===== src/rtl/slte_pkg.sv =====
// Shared constants and types of the sorted list table engine.
`timescale 1ns / 1ps
`default_nettype none

package slte_pkg;

   localparam int CAPACITY = 64;
   localparam int ADDR_W   = $clog2(CAPACITY);
   localparam int CNT_W    = $clog2(CAPACITY + 1);
   localparam int VALUE_W  = 32;
   localparam int FIELD_W  = 7;
   localparam int RSP_DATA_W = ((2 * FIELD_W + 7) / 8) * 8;

   typedef enum logic [1:0] {
      OP_INSERT  = 2'd0,
      OP_REMOVE  = 2'd1,
      OP_FIND    = 2'd2,
      OP_REVERSE = 2'd3
   } op_type;

   typedef logic [CNT_W-1:0] count_type;

endpackage

`default_nettype wire


===== src/rtl/slte_ram.sv =====
// Generic single-write, single-read RAM with a registered read port.
`timescale 1ns / 1ps
`default_nettype none

module slte_ram #(
   parameter int WIDTH = 32,
   parameter int DEPTH = 64
) (
   input  wire logic                     clock,
   input  wire logic                     wr_en,
   input  wire logic [$clog2(DEPTH)-1:0] wr_addr,
   input  wire logic [WIDTH-1:0]         wr_data,
   input  wire logic                     rd_en,
   input  wire logic [$clog2(DEPTH)-1:0] rd_addr,
   output logic      [WIDTH-1:0]         rd_data
);

   logic [WIDTH-1:0] mem [DEPTH];

   always_ff @(posedge clock) begin
      if (wr_en) begin
         mem[wr_addr] <= wr_data;
      end
      if (rd_en) begin
         rd_data <= mem[rd_addr];
      end
   end

endmodule

`default_nettype wire


===== src/rtl/sorted_list_table_engine.sv =====
// Top level of the sorted list table engine: operation sequencer around the entry RAM.
//
//   channel  direction  tdata                                  tuser
//   req      in         [31:0] value                           [1:0] func
//   rsp      out        [6:0] position, [13:7] length, pad 0   [0] status
//
// Insert, remove and find walk the list one stored entry at a time (RAM read, read
// data, then compare and write back), then do the end check, the response and the
// return to idle; reverse swaps one pair at a time, reading both ends and writing
// both back. Requests are taken only in idle. Reset clears the length and the
// response valid; the entries need no clearing. A stalled response holds, and the
// next item is taken while it waits, but its result waits behind it.
`timescale 1ns / 1ps
`default_nettype none

module sorted_list_table_engine (
   input  wire logic                           clock,
   input  wire logic                           reset,
   input  wire logic                           req_tvalid,
   output logic                                req_tready,
   input  wire logic [slte_pkg::VALUE_W-1:0]   req_tdata,  // [31:0] value
   input  wire logic [1:0]                     req_tuser,  // [1:0] func
   output logic                                rsp_tvalid,
   input  wire logic                           rsp_tready,
   output logic [slte_pkg::RSP_DATA_W-1:0]     rsp_tdata,  // [6:0] position, [13:7] length
   output logic [0:0]                          rsp_tuser   // [0] status
);

   import slte_pkg::*;

   typedef enum logic [3:0] {
      ST_IDLE,
      ST_CHECK,
      ST_READ,
      ST_PROC,
      ST_REV_A,
      ST_REV_B,
      ST_REV_C,
      ST_REV_D,
      ST_DONE
   } state_type;

   state_type                  state_ff, state_in;
   op_type                     op_ff, op_in;
   logic signed [VALUE_W-1:0]  value_ff, value_in;
   logic        [VALUE_W-1:0]  carry_ff, carry_in;
   count_type                  count_ff, count_in;
   count_type                  idx_ff, idx_in;
   count_type                  hi_ff, hi_in;
   count_type                  pos_ff, pos_in;
   logic                       found_ff, found_in;
   logic                       reject_ff, reject_in;
   logic                       rsp_valid_ff, rsp_valid_in;
   logic [RSP_DATA_W-1:0]      rsp_data_ff, rsp_data_in;
   logic                       rsp_status_ff, rsp_status_in;

   logic                       wr_en;
   logic [ADDR_W-1:0]          wr_addr;
   logic [VALUE_W-1:0]         wr_data;
   logic                       rd_en;
   logic [ADDR_W-1:0]          rd_addr;
   logic [VALUE_W-1:0]         rd_data;
   logic                       accept;
   logic                       rsp_free;

   slte_ram #(
      .WIDTH(VALUE_W),
      .DEPTH(CAPACITY)
   ) u_entries (
      .clock   (clock),
      .wr_en   (wr_en),
      .wr_addr (wr_addr),
      .wr_data (wr_data),
      .rd_en   (rd_en),
      .rd_addr (rd_addr),
      .rd_data (rd_data)
   );

   assign req_tready = (state_ff == ST_IDLE);
   assign accept     = req_tvalid && req_tready;
   assign rsp_free   = !rsp_valid_ff || rsp_tready;

   always_comb begin
      state_in      = state_ff;
      op_in         = op_ff;
      value_in      = value_ff;
      carry_in      = carry_ff;
      count_in      = count_ff;
      idx_in        = idx_ff;
      hi_in         = hi_ff;
      pos_in        = pos_ff;
      found_in      = found_ff;
      reject_in     = reject_ff;
      rsp_valid_in  = rsp_valid_ff && !rsp_tready;
      rsp_data_in   = rsp_data_ff;
      rsp_status_in = rsp_status_ff;
      wr_en         = 1'b0;
      wr_addr       = idx_ff[ADDR_W-1:0];
      wr_data       = carry_ff;
      rd_en         = 1'b0;
      rd_addr       = idx_ff[ADDR_W-1:0];

      case (state_ff)
         ST_IDLE: begin
            if (accept) begin
               op_in     = op_type'(req_tuser);
               value_in  = $signed(req_tdata);
               carry_in  = req_tdata;
               idx_in    = '0;
               hi_in     = count_ff;
               pos_in    = '0;
               found_in  = 1'b0;
               reject_in = 1'b0;
               state_in  = (op_type'(req_tuser) == OP_REVERSE) ? ST_REV_A : ST_CHECK;
            end
         end
         ST_CHECK: begin
            if (op_ff == OP_INSERT && count_ff >= CNT_W'(CAPACITY)) begin
               reject_in = 1'b1;
               state_in  = ST_DONE;
            end else if (idx_ff == count_ff) begin
               // End of the list: an insert always lands its carried value here.
               if (op_ff == OP_INSERT) begin
                  wr_en    = 1'b1;
                  count_in = count_ff + CNT_W'(1);
               end else if (op_ff == OP_REMOVE && found_ff) begin
                  count_in = count_ff - CNT_W'(1);
               end
               state_in = ST_DONE;
            end else begin
               rd_en    = 1'b1;
               state_in = ST_READ;
            end
         end
         ST_READ: begin
            state_in = ST_PROC;
         end
         ST_PROC: begin
            idx_in   = idx_ff + CNT_W'(1);
            state_in = ST_CHECK;
            if (op_ff == OP_INSERT) begin
               // From the first entry greater than the value on, every entry moves up one.
               if (found_ff || ($signed(rd_data) > value_ff)) begin
                  wr_en    = 1'b1;
                  carry_in = rd_data;
                  found_in = 1'b1;
               end
            end else if (found_ff) begin
               if (op_ff == OP_REMOVE) begin
                  wr_en   = 1'b1;
                  wr_addr = ADDR_W'(idx_ff - CNT_W'(1));
                  wr_data = rd_data;
               end
            end else if (rd_data == value_ff) begin
               found_in = 1'b1;
               pos_in   = idx_ff + CNT_W'(1);
               if (op_ff == OP_FIND) begin
                  state_in = ST_DONE;
               end
            end
         end
         ST_REV_A: begin
            if (idx_ff + CNT_W'(1) < hi_ff) begin
               rd_en    = 1'b1;
               state_in = ST_REV_B;
            end else begin
               state_in = ST_DONE;
            end
         end
         ST_REV_B: begin
            carry_in = rd_data;
            rd_en    = 1'b1;
            rd_addr  = ADDR_W'(hi_ff - CNT_W'(1));
            state_in = ST_REV_C;
         end
         ST_REV_C: begin
            wr_en    = 1'b1;
            wr_data  = rd_data;
            state_in = ST_REV_D;
         end
         ST_REV_D: begin
            wr_en    = 1'b1;
            wr_addr  = ADDR_W'(hi_ff - CNT_W'(1));
            idx_in   = idx_ff + CNT_W'(1);
            hi_in    = hi_ff - CNT_W'(1);
            state_in = ST_REV_A;
         end
         ST_DONE: begin
            if (rsp_free) begin
               rsp_valid_in  = 1'b1;
               rsp_status_in = reject_ff;
               rsp_data_in   = '0;
               rsp_data_in[FIELD_W-1:0]         = FIELD_W'(pos_ff);
               rsp_data_in[2*FIELD_W-1:FIELD_W] = FIELD_W'(count_ff);
               state_in      = ST_IDLE;
            end
         end
         default: begin
            state_in = ST_IDLE;
         end
      endcase
   end

   always_ff @(posedge clock) begin
      if (reset) begin
         state_ff     <= ST_IDLE;
         count_ff     <= '0;
         rsp_valid_ff <= 1'b0;
      end else begin
         state_ff     <= state_in;
         count_ff     <= count_in;
         rsp_valid_ff <= rsp_valid_in;
      end
      op_ff         <= op_in;
      value_ff      <= value_in;
      carry_ff      <= carry_in;
      idx_ff        <= idx_in;
      hi_ff         <= hi_in;
      pos_ff        <= pos_in;
      found_ff      <= found_in;
      reject_ff     <= reject_in;
      rsp_data_ff   <= rsp_data_in;
      rsp_status_ff <= rsp_status_in;
   end

   assign rsp_tvalid   = rsp_valid_ff;
   assign rsp_tdata    = rsp_data_ff;
   assign rsp_tuser[0] = rsp_status_ff;

endmodule

`default_nettype wire


===== config.mk =====
export PLATFORM = sky130hd
export DESIGN_NAME = sorted_list_table_engine
export DESIGN_NICKNAME = d
export VERILOG_FILES = /design/src/rtl/slte_pkg.sv /design/src/rtl/slte_ram.sv /design/src/rtl/sorted_list_table_engine.sv
export SDC_FILE = /design/constraint.sdc
export NUM_CORES = 2
export LEC_CHECK = 0
export BUFFER_PORTS_ARGS = -buffer_cell sky130_fd_sc_hd__buf_2
export CAP_MARGIN = 40
export CELL_PAD_IN_SITES_DETAIL_PLACEMENT = 1
export CELL_PAD_IN_SITES_GLOBAL_PLACEMENT = 1
export CORE_MARGIN = 2
export CORE_UTILIZATION = 35
export CTS_CLUSTER_SIZE = 30
export DETAILED_ROUTE_END_ITERATION = 16
export PLACE_DENSITY_LB_ADDON = 0.1
export SLEW_MARGIN = 20
export SYNTH_ARGS = -nofsm -noshare
export SYNTH_HDL_FRONTEND = slang
export SYNTH_SLANG_ARGS = --single-unit

===== constraint.sdc =====
create_clock -name clock -period 5.7 [get_ports clock]
set_input_delay 1.14 -clock clock [delete_from_list [all_inputs] [get_ports clock]]
set_output_delay 1.14 -clock clock [all_outputs]
set_load 0.01 [all_outputs]

* Word level (Yosys, flattened, before mapping) *
Memories as Yosys holds them, arrays and structs flattened. A register that Yosys moved wholly into a read port is not among the register bits.
Index checks and enable logic that the tools add are counted.

word-level totals
  memories = 1
  register bits = 116
  input bits = 38
  logic and storage cells = 131
  RAM bits = 2,048
  output and inout bits = 19

operators by class
  $lt $le $gt $ge = 3
  equal/unequal tests = 22
  multiplexer cells = 58
  $add $sub $neg = 5
  bitwise gates (word level) = 1
  reductions and logical operators = 28

memories
  name           depth  bits a word  rd ports  clocked after Yosys merged registers in  wr ports  RTL line        text
  u_entries.mem  64     32           1         1                                        1         slte_ram.sv:18  logic [WIDTH-1:0] mem [DEPTH];

operator list
  kind                 count
  $mux 32              6
  $pmux 32 s3          1
  $pmux 32 s2          1
  $mux 7               7
  $pmux 7 s2           3
  $mux 4               9
  $pmux 4 s9           1
  $eq 32x32->1         1
  $gt 32x32->1         1
  $mux 6               4
  $mux 1               20
  $eq 4x3->1 const B   4
  $add 7x1->7 const B  2
  $ne 2x2->1 const B   7
  $sub 7x1->7 const B  2
  $pmux 6 s2           1
  $reduce_and 2->1     5
  $reduce_bool 2->1    5
  $eq 4x2->1 const B   2
  $reduce_and 4->1     2
  $eq 7x7->1           1
  $ge 7x7->1 const B   1
  $lt 7x7->1           1
  $pmux 1 s3           2
  19 further kinds     28

* Longest topological paths before layout *
  depth in word-level cells = 7
  depth in mapped cells = 13
  depth with buffers taken out = 11

* Cells and area by module *
From an unflattened synthesis, not the netlist that was laid out.

unflattened totals
  cell total of the unflattened synthesis = 3,902
  area, all modules = 85,416.9 sq um

by module, submodules not included
  module                    instances  cells each  sequential area each (sq um)  area an instance (sq um)
  slte_ram                  1          3,324       62,459.9                      78,833.1
  sorted_list_table_engine  1          578         3,363.2                       6,583.8

* Least setup slack after synthesis *
OpenSTA, ideal clock, no wires.

  path kind = register -> register
  start point = register u_entries.rd_data[31], read port of u_entries.mem
  end point = register carry_ff[0], enable pin
  stages on the path, launching flop included = 9
  arrival = 4,398 ps
  library setup time = 474 ps
  slack = 827 ps
  path through = edfxtp_1 ha_1 nand4_1 nor4_1 nand2_1 nor3_1 o311a_1 nor2_1 a221oi_1

between the ends
  cells in the longest elaborated chain, start to end = 4

ends and longest elaborated chain
  element                     RTL line                         text
  from (decl)                 slte_ram.sv:15                   output logic [WIDTH-1:0] rd_data
  $gt 32x32->1                sorted_list_table_engine.sv:143  if (found_ff || ($signed(rd_data) > value_ff)) begin
  $logic_or 1x1->1            sorted_list_table_engine.sv:143
  $ne 2x2->1 (no line)        --
  $reduce_and 4->1 (no line)  --
  to (signal assigned)        sorted_list_table_engine.sv:216  carry_ff <= carry_in;
  to (decl)                   sorted_list_table_engine.sv:46   logic [VALUE_W-1:0] carry_ff, carry_in;

Every way passes these cells.
A chain may end at the register's enable or synchronous reset.

* Final worst setup path *
  start point = register state_ff[0]
  end point = register u_entries.rd_data[17], read port of u_entries.mem (data pin)

between the ends
  cells in the longest elaborated chain, start to end = 2
  elaborated cells between the ends (all ways) = 5

ends and longest elaborated chain
  element                                          RTL line                         text
  from (decl)                                      sorted_list_table_engine.sv:43   state_type state_ff, state_in;
  from (signal assigned)                           sorted_list_table_engine.sv:210  state_ff <= state_in;
  $eq 4x3->1 / $eq 4x1->1 (equally long branches)  sorted_list_table_engine.sv:103  case (state_ff)
  $pmux 1 s3 / $mux 6 (equally long branches)      sorted_list_table_engine.sv:103

Several ways; a longest one is shown, not always the timed one.

==> impl_metrics.toml <==
[sta]
fmaxAchievable_mhz = 210
timing.hold.ws_ps = 417
finalWorstPathRequiredPeriod_ps = 4760
maxSlewHeadroom_pct = 42.1
post-route-period-util_pct = 83.5
layout_setup_ws_ps = 942
grt_setup_unrepaired = "false"
fin_setup_tns_ps = 0
finalMaxSlewViolations = 0
finClkSkew_ps = 41.4
report.final.hold_viol_count = 0
worstMarginPinSlew_ps = 863
setup_viol = 0

[floorplanning]
die_width_um = 502
io-pin-count = 57
fp-row-count = 182
start_util_pct = 35.3
vertical_extent_of_the_die_um = 502
core_region_area_um2 = 246000
die_area_um2 = 252000

[critical_path]
cp_data_required_time_ps = 6320
setup.worst_path.end_class = "flip-flop"
cell_chain_of_the_critical_path = "and4bb_2, buf_4, mux2i_4, buf_12, buf_4, nand2_1, nand3_1, nand4_1, nand3_1, o211a_1"
worst-r2r-setup-slack_ps = 940
worst-path-max-fanout = 88
worst_ep_arrival_time_ps = 5380
crit_type = "reg -> reg"
critical_path.startpoint_type = "flip-flop"
slowest_delay_ps = 610
timing.critical_path.slowest_stage_cell = "sky130_fd_sc_hd__mux2i_4"

[run_status]
run_status = "complete, no violations"

[yosys]
dominantRegCellSynth = "sky130_fd_sc_hd__edfxtp_1"
synth_sequential_area_ratio_pct = 75.7
average_footprint_of_a_synthesized_cell_um2 = 15.6
synthArstFlopShare_pct = 0
yosysWarningCount = 0
yosysUniqueCellTypes = 74
netlist_instances = 5576
synth_enable_flop_cells = 2184
postSynthRegisterBits = 2196
mappedNetlistArea_um2 = 87000

[clocking]
clock-root-buffer = "sky130_fd_sc_hd__clkbuf_16"
clk_path_buf_depth = 3
clk_transition_reported_paths_ps = 60
cts_inserted_buffers = 233
cts_resized = 0
clk-insertion-delay-late_ps = 880
cts_hold_buffers = 0
cts.sinks = 2196
h-tree-depth = 4
post_cts_buffers = 0
tritoncts_clock_tree = "built"

[layout]
syn2layout_area_growth_pct = 16.4
filler_cell_count = 24300
drive_above_1_share_pct = 16.4
final_nets = 5884
finished_cell_area_um2 = 101000
core_utilization_of_the_finished_layout_pct = 41.1
final_cell_count_no_fill = 9316

[global_routing]
grt.total_usage_pct = 23.8
globalRoute.totalOverflow = 0
antenna_found_initial = 28
grt_pass1_vias = 52600
grt_first_pass_wirelength_mm = 421
pin_count_of_the_biggest_net_entering_global_routing = 99

[power_and_ir_drop]
post-layout-total-power_mw = 44.1
ir_drop_mv = 0.362
power.static_leakage_nw = 32.8
power_density_nw_per_um2 = 435

[drt]
vias_per_cell = 5.56
drt_wl_total_mm = 302
routed-via-count = 51800
drc_viols = 0
postRouteAntennaNets = 0
drtIter0Drc = 5623
drt_pass1_iterations = 7
post_detailed_route_wirelength_per_cell_um = 32.4

[placement]
count_of_buffers_inserted_at_the_top_level_ports = 54
placedInstanceArea_um2 = 93800
gp_congestion = 0.806
dpl.cell_count = 8869
place.detailed.hpwl_mm = 184
dp_worst_setup_slack_ps = 1010

[flow_run]
drv_cap = 0

[hold_path]
hp-class = "reg -> reg"
state kept, by name (all words and copies together), names as in the netlist, 14 cells and up:
register and flops:
value_ff 32, carry_ff 32, u_entries.mem 2048, u_entries.rd_data 32
rsp_tdata 14
final cells by class:
| class | instances | area, um^2 | area share (%) |
|---|---|---|---|
| Sequential cell | 2196 | 65800 | 65.1 |
| Multi-Input combinational cell | 2964 | 20200 | 20.0 |
| Clock buffer | 298 | 6140 | 6.07 |
| Tap cell | 3312 | 4140 | 4.10 |
| Timing Repair Buffer | 348 | 3480 | 3.44 |
| Clock inverter | 137 | 1140 | 1.12 |
| Inverter | 55 | 206 | 0.204 |
| Antenna cell | 6 | 15.0 | 0.0148 |
worst max-delay path: cells and delay by family, from the launching register on:
family,cells,cell delay (ps)
muxes,1,610
buffers and inverters,3,1180
DFF,1,510
and+or+nand+nor,5,1420
AOI/OAI and AO/OA,1,530
power breakdown:
part	total [mW]	internal (mW)	switching, mW
registers	19.7	19.4	0.240
clock network	14.8	8.29	6.46
logic	9.62	2.52	7.10
total	44.1	30.3	13.8
synth_stat cells, types with 47 or more instances:
master                     count  area, um^2
sky130_fd_sc_hd__a21oi_1     539        2700
sky130_fd_sc_hd__a221oi_1     65         569
sky130_fd_sc_hd__a22oi_1     191        1430
sky130_fd_sc_hd__a31oi_1      67         419
sky130_fd_sc_hd__buf_1        48         180
sky130_fd_sc_hd__buf_2       131         656
sky130_fd_sc_hd__clkbuf_1    151         567
sky130_fd_sc_hd__edfxtp_1   2184       65600
sky130_fd_sc_hd__ha_1         47         588
sky130_fd_sc_hd__inv_1        55         206
sky130_fd_sc_hd__mux2_2       64         721
sky130_fd_sc_hd__mux2i_1     104        1040
sky130_fd_sc_hd__mux4_2      164        3690
sky130_fd_sc_hd__nand2_1    1007        3780
sky130_fd_sc_hd__nand3_1     331        1660
sky130_fd_sc_hd__nand4_1     102         638
sky130_fd_sc_hd__nor2_1       52         195
cell families after synthesis:
kind of cell	after synthesis	synth area share (%)
buffers and inverters	417	2.19
AO/OA/AOI/OAI	995	7.13
adder cells (fa/ha/maj)	48	0.699
AND/OR/NAND/NOR	1564	7.78
XOR/XNOR	22	0.222
flip-flops	2196	75.7
other	1	0.00431
multiplexers	333	6.29
path summary, 6_finish.rpt:
path / start / end / cells past startpoint
setup / recovery: state_ff[0] / u_entries.rd_data[17] / 10
hold / removal: pos_ff[6] / rsp_tdata[6] / 0
setup reg to reg: state_ff[0] / u_entries.rd_data[17] / 10
hold reg to reg: pos_ff[6] / rsp_tdata[6] / 0
metal layers:
metal | track usage (%) | up-vias | routed length, um
li1 | - | 22100 | -
met1 | 34.5 | 27900 | 139000
met2 | 37.0 | 1513 | 138000
met3 | 4.20 | 337 | 18500
met4 | 5.66 | 4 | 6560
met5 | 0 | - | 28
cell usage in the layout, fill, tap and decap left out, types with 36 or more instances in the layout:
cell,netlist,layout
sky130_fd_sc_hd__nand4_1,102,102
sky130_fd_sc_hd__a221oi_1,65,64
sky130_fd_sc_hd__mux2i_1,104,100
sky130_fd_sc_hd__nor2_1,52,49
sky130_fd_sc_hd__nand2_1,1007,1006
sky130_fd_sc_hd__mux2_2,64,60
sky130_fd_sc_hd__mux4_2,164,164
sky130_fd_sc_hd__clkbuf_16,0,236
sky130_fd_sc_hd__ha_1,47,47
sky130_fd_sc_hd__clkinv_1,0,70
sky130_fd_sc_hd__inv_1,55,55
sky130_fd_sc_hd__a21oi_4,0,66
sky130_fd_sc_hd__clkinv_2,0,36
sky130_fd_sc_hd__nand3_1,331,331
sky130_fd_sc_hd__a21oi_1,539,473
sky130_fd_sc_hd__buf_12,0,68
sky130_fd_sc_hd__buf_4,18,211
sky130_fd_sc_hd__buf_2,131,56
sky130_fd_sc_hd__clkbuf_1,151,62
sky130_fd_sc_hd__a22oi_1,191,191
sky130_fd_sc_hd__a31oi_1,67,66
sky130_fd_sc_hd__edfxtp_1,2184,2184
Power figures use the tool's default switching activity.
